===== src/hdl/psq_pkg.sv =====
// Package for the positional sequence store: widths, operation and status
// codes, and the command and status bundles between controller and datapath.
// No dependencies.
`timescale 1ns / 1ps
`default_nettype none

package psq_pkg;

	// Field widths and default store capacity.
	localparam int CAPACITY_DEF = 64;
	localparam int DATA_W       = 32;
	localparam int POS_W        = 7;
	localparam int MODE_W       = 3;
	localparam int STAT_W       = 2;

	// Operation codes carried in the mode field.
	localparam logic [MODE_W-1:0] MODE_APPEND  = 3'd0;
	localparam logic [MODE_W-1:0] MODE_INSERT  = 3'd1;
	localparam logic [MODE_W-1:0] MODE_ERASE_F = 3'd2;
	localparam logic [MODE_W-1:0] MODE_ERASE_B = 3'd3;
	localparam logic [MODE_W-1:0] MODE_DUMP    = 3'd4;

	// Result status codes.
	localparam logic [STAT_W-1:0] ST_OK    = 2'd0;
	localparam logic [STAT_W-1:0] ST_RANGE = 2'd1;
	localparam logic [STAT_W-1:0] ST_FULL  = 2'd2;
	localparam logic [STAT_W-1:0] ST_EMPTY = 2'd3;

	// Commands from the controller to the datapath.
	typedef struct packed {
		logic capture;    // latch the incoming request
		logic apply;      // carry out the latched operation if it is legal
		logic load_sum;   // load a single summary result
		logic load_elem;  // load the front element and rotate the cell row
	} psq_cmd_t;

	// Status from the datapath to the controller.
	typedef struct packed {
		logic dump_go;    // latched request is a dump of a non-empty store
		logic dump_last;  // the element now at the front is the final one
	} psq_sts_t;

endpackage

`default_nettype wire


===== src/hdl/psq_ctrl.sv =====
// Controller of the positional sequence store: request handshake, execute
// and dump sequencing, and the result valid flag. Depends on psq_pkg.
`timescale 1ns / 1ps
`default_nettype none

module psq_ctrl
	import psq_pkg::*;
(
	input  wire logic     clk,
	input  wire logic     arst_n,
	input  wire logic     req_valid,
	output logic          req_ready,
	output logic          rsp_valid,
	input  wire logic     rsp_ready,
	input  wire psq_sts_t sts,
	output psq_cmd_t      cmd
);

	localparam logic [1:0] S_IDLE = 2'd0;
	localparam logic [1:0] S_EXEC = 2'd1;
	localparam logic [1:0] S_DUMP = 2'd2;

	logic [1:0] state_q;
	logic [1:0] state_d;
	logic       out_free;
	logic       load;

	// The result register can take a new result when empty or being drained.
	assign out_free  = !rsp_valid || rsp_ready;
	assign req_ready = (state_q == S_IDLE);
	assign load      = cmd.load_sum || cmd.load_elem;

	// Next state and commands.
	always_comb begin
		state_d = state_q;
		cmd     = '0;
		unique case (state_q)
			S_IDLE: begin
				if (req_valid) begin
					cmd.capture = 1'b1;
					state_d     = S_EXEC;
				end
			end
			S_EXEC: begin
				if (sts.dump_go) begin
					state_d = S_DUMP;
				end else if (out_free) begin
					cmd.apply    = 1'b1;
					cmd.load_sum = 1'b1;
					state_d      = S_IDLE;
				end
			end
			S_DUMP: begin
				if (out_free) begin
					cmd.load_elem = 1'b1;
					if (sts.dump_last)
						state_d = S_IDLE;
				end
			end
			default: state_d = S_IDLE;
		endcase
	end

	always_ff @(posedge clk or negedge arst_n) begin
		if (!arst_n) begin
			state_q   <= S_IDLE;
			rsp_valid <= 1'b0;
		end else begin
			state_q <= state_d;
			if (load)
				rsp_valid <= 1'b1;
			else if (rsp_ready)
				rsp_valid <= 1'b0;
		end
	end

	// A waiting result is never overwritten.
	a_no_overwrite: assert property (@(posedge clk) disable iff (!arst_n)
		(rsp_valid && !rsp_ready) |-> !load)
		else $error("result overwritten while stalled");

	// A request transfer is always followed by the execute step.
	a_exec_after_req: assert property (@(posedge clk) disable iff (!arst_n)
		(req_valid && req_ready) |=> (state_q == S_EXEC))
		else $error("execute step missing after request");

	// The final dump element returns the controller to idle.
	a_dump_ends: assert property (@(posedge clk) disable iff (!arst_n)
		(state_q == S_DUMP && cmd.load_elem && sts.dump_last) |=> (state_q == S_IDLE))
		else $error("dump did not end on its final element");

	// Modifications happen only in the execute step.
	a_apply_in_exec: assert property (@(posedge clk) disable iff (!arst_n)
		cmd.apply |-> (state_q == S_EXEC && !sts.dump_go))
		else $error("operation applied outside the execute step");

endmodule

`default_nettype wire


===== config.mk =====
export PLATFORM = sky130hd
export DESIGN_NAME = psq_ctrl
export DESIGN_NICKNAME = d
export VERILOG_FILES = /design/src/hdl/psq_pkg.sv /design/src/hdl/psq_ctrl.sv
export SDC_FILE = /design/constraint.sdc
export NUM_CORES = 1
export LEC_CHECK = 0
export BUFFER_PORTS_ARGS = -buffer_cell sky130_fd_sc_hd__buf_2
export CORE_AREA = 3 3 40 42
export CTS_CLUSTER_DIAMETER = 40
export DETAILED_ROUTE_END_ITERATION = 8
export DIE_AREA = 0 0 43 45
export SLEW_MARGIN = 10
export SYNTH_ARGS = -nofsm -noshare
export SYNTH_HDL_FRONTEND = slang
export SYNTH_SLANG_ARGS = --single-unit

===== constraint.sdc =====
create_clock -name clk -period 2.15 [get_ports clk]
set_input_delay 0.215 -clock clk [delete_from_list [all_inputs] [get_ports clk]]
set_output_delay 0.215 -clock clk [all_outputs]
set_load 0.02 [all_outputs]

==> reports/qor.yml <==
status:
  outcome: "complete, no violations"
clock_network:
  cts_resized: 0
  tritoncts: "done"
  cts_inserted_buffers: 3
  clock_latency_ns: 0.23
  cts_sinks: 3
  root_buffer: "clkbuf_4"
  hold_buffers: 1
  post-cts-setup-buffers: 0
  htree_levels: 1
  cts.path.max_buffers: 2
  cts.clk_slew.worst_paths_ns: 0.04
pwr:
  leakage_nw: 0.152
  p_per_area_nw_per_um2: 1300
  ir_drop_mv: 0.328
setup_path:
  cp-start-kind: "flip-flop"
  worstPathRequired_ns: 1.93
  critPathKind: "flip-flop to output pin"
  crit_arrival_ns: 1.16
  cp_max_fo: 4
  worst_setup_path_end_kind: "output pin"
  timing.reg2reg.setup_slack_ns: 1.23
place:
  routabilityCongestion: 0.637
  placed_cells: 45
  hpwl_um: 364
  io_buffers: 11
route:
  ant_nets: 0
  drtIter0Drc: 2
  vias: 176
  wirelength_um: 416
  viasPerCell: 3.52
  route.detailed.drc: 0
  drt-pass1-iter-count: 4
  routedWlPerCell_um: 8.32
cells_and_area:
  syn2layout_area_growth_pct: 56.6
  layout.nets: 42
  fin_cells: 50
  diodes: 0
  final_util_pct: 22.1
  drive_above_1_share_pct: 48.6
yosys:
  synth_area_leaders: "dfrtp_1 (41%), nor2_1 (8.3%), nand2b_4 (7.6%)"
  synth.top_cell.area_share_pct: 41.4
  synth_nets: 26
  syn_area_per_cell_um2: 9.07
  yosysMostFrequentCell: "nor2_1"
  synthTopCellsByCount: "nor2_1 (4), dfrtp_1 (3), inv_1 (2), nand3_1 (2)"
  synth_area_um2: 181
  synth_cell_types: 13
  synth_cells: 20
  yosysWarnings: 0
  synth_seq_area_share_pct: 41.4
  async_flop_share_pct: 100
  synth_flop_cell: "dfrtp_1"
  synth_edf_count: 0
  yosys_register_bits: 3
  yosys.area.top_type: "dfrtp_1"
sta:
  min_period_over_period_pct: 64.2
  tightest_slew_ns: 0.165
  slew_viol_final: 0
  slew_headroom_pct: 89.0
  max_freq_mhz: 725
  fin_worst_skew_ns: 0.00158
  setup_tns_ns: 0
  hold_violations: 0
  rsz0062_at_grt: "false"
  setup_violations: 0
  min_period_ns: 1.38
  hold_slack_ns: 0.247
hold_path:
  hp-class: "input port to flip-flop"
die:
  initial_core_util_pct: 14.1
  coreArea_um2: 1280
  io_pins: 12
  rows: 13
  die_x_um: 43
  die_area_um2: 1940
  dieHeight_um: 45
grt:
  grt_usage_pct: 5.25
  antenna_found_initial: 0
  grt_overflow: 0
  grt_max_degree: 7
  grt_pass1_vias: 199
  grt_pass1_wl_um: 676
job:
  drv_cap: 0
[area by class of cell]
class / instances / area [um2]
Multi-Input combinational cell: 14 / 91.3
Timing Repair Buffer: 12 / 65.1
Tap cell: 15 / 18.8
Inverter: 2 / 7.51
Sequential cell: 3 / 75.1
Clock buffer: 4 / 26.3
Fill cell: 149 / 1000
[placed cells by master, fill, tap and decap left out, drive strengths merged, types with 2 or more instances in the layout]
cell type	Yosys	final
buf	1	11
clkbuf	0	4
dfrtp	3	3
inv	2	2
nand2b	2	2
nand3	2	2
nor2	4	4
[through the flow]
step	setup WS [ns]	cell area [um2]	total power (W)
2_1_floorplan	0.722	181	0.000224
3_3_place_gp	1.04	248	0.000273
3_5_place_dp	0.999	248	0.000276
4_1_cts	0.745	284	0.000381
5_1_grt	0.683	284	0.000400
6_report	0.770	284	0.000370
[routing by layer]
| metal | track usage, % | up-vias | share of wire, % |
|---|---|---|---|
| met3 | 2.39 | 0 | 5.5 |
| met4 | 7.23 | 0 | 0 |
| met1 | 3.39 | 79 | 34 |
| li1 | - | 93 | - |
| met5 | 0 | - | 0 |
| met2 | 9.28 | 4 | 60 |
[final timing paths]
| path | startpoint | end | cells after the start |
|---|---|---|---|
| setup / recovery | state_q[1] | cmd[2] | 4 |
| hold / removal | sts[1] | state_q[1] | 2 |
| setup reg to reg | rsp_valid | state_q[0] | 3 |
| hold reg to reg | state_q[1] | state_q[0] | 1 |
| max in group asynchronous | arst_n | rsp_valid | 2 |
| min in group asynchronous | arst_n | state_q[1] | 2 |
[cell families (layout without fill, tap and decap cells)]
group	count (synthesis)	in the layout	synth area share [%]
and+or+nand+nor	11	11	37.2
AOI/OAI and AO/OA	3	3	13.1
DFF	3	3	41.4
buffers and inverters	3	18	8.28
[critical path, cell delays in order (launching register included)]
cell and delay, ns:
dfrtp_1 0.41, inv_1 0.09, nand3_1 0.10, nor2_1 0.14, buf_2 0.19
[flip-flops by register name, indices dropped and copies added (netlist names)]
name       cells
rsp_valid      1
state_q        2
[report_power, final]
group          switching, W  internal, W
clock             0.0000283    0.0000695
combinational      0.000101    0.0000668
sequential        0.0000254    0.0000794
(Power assumes the default switching activity.)
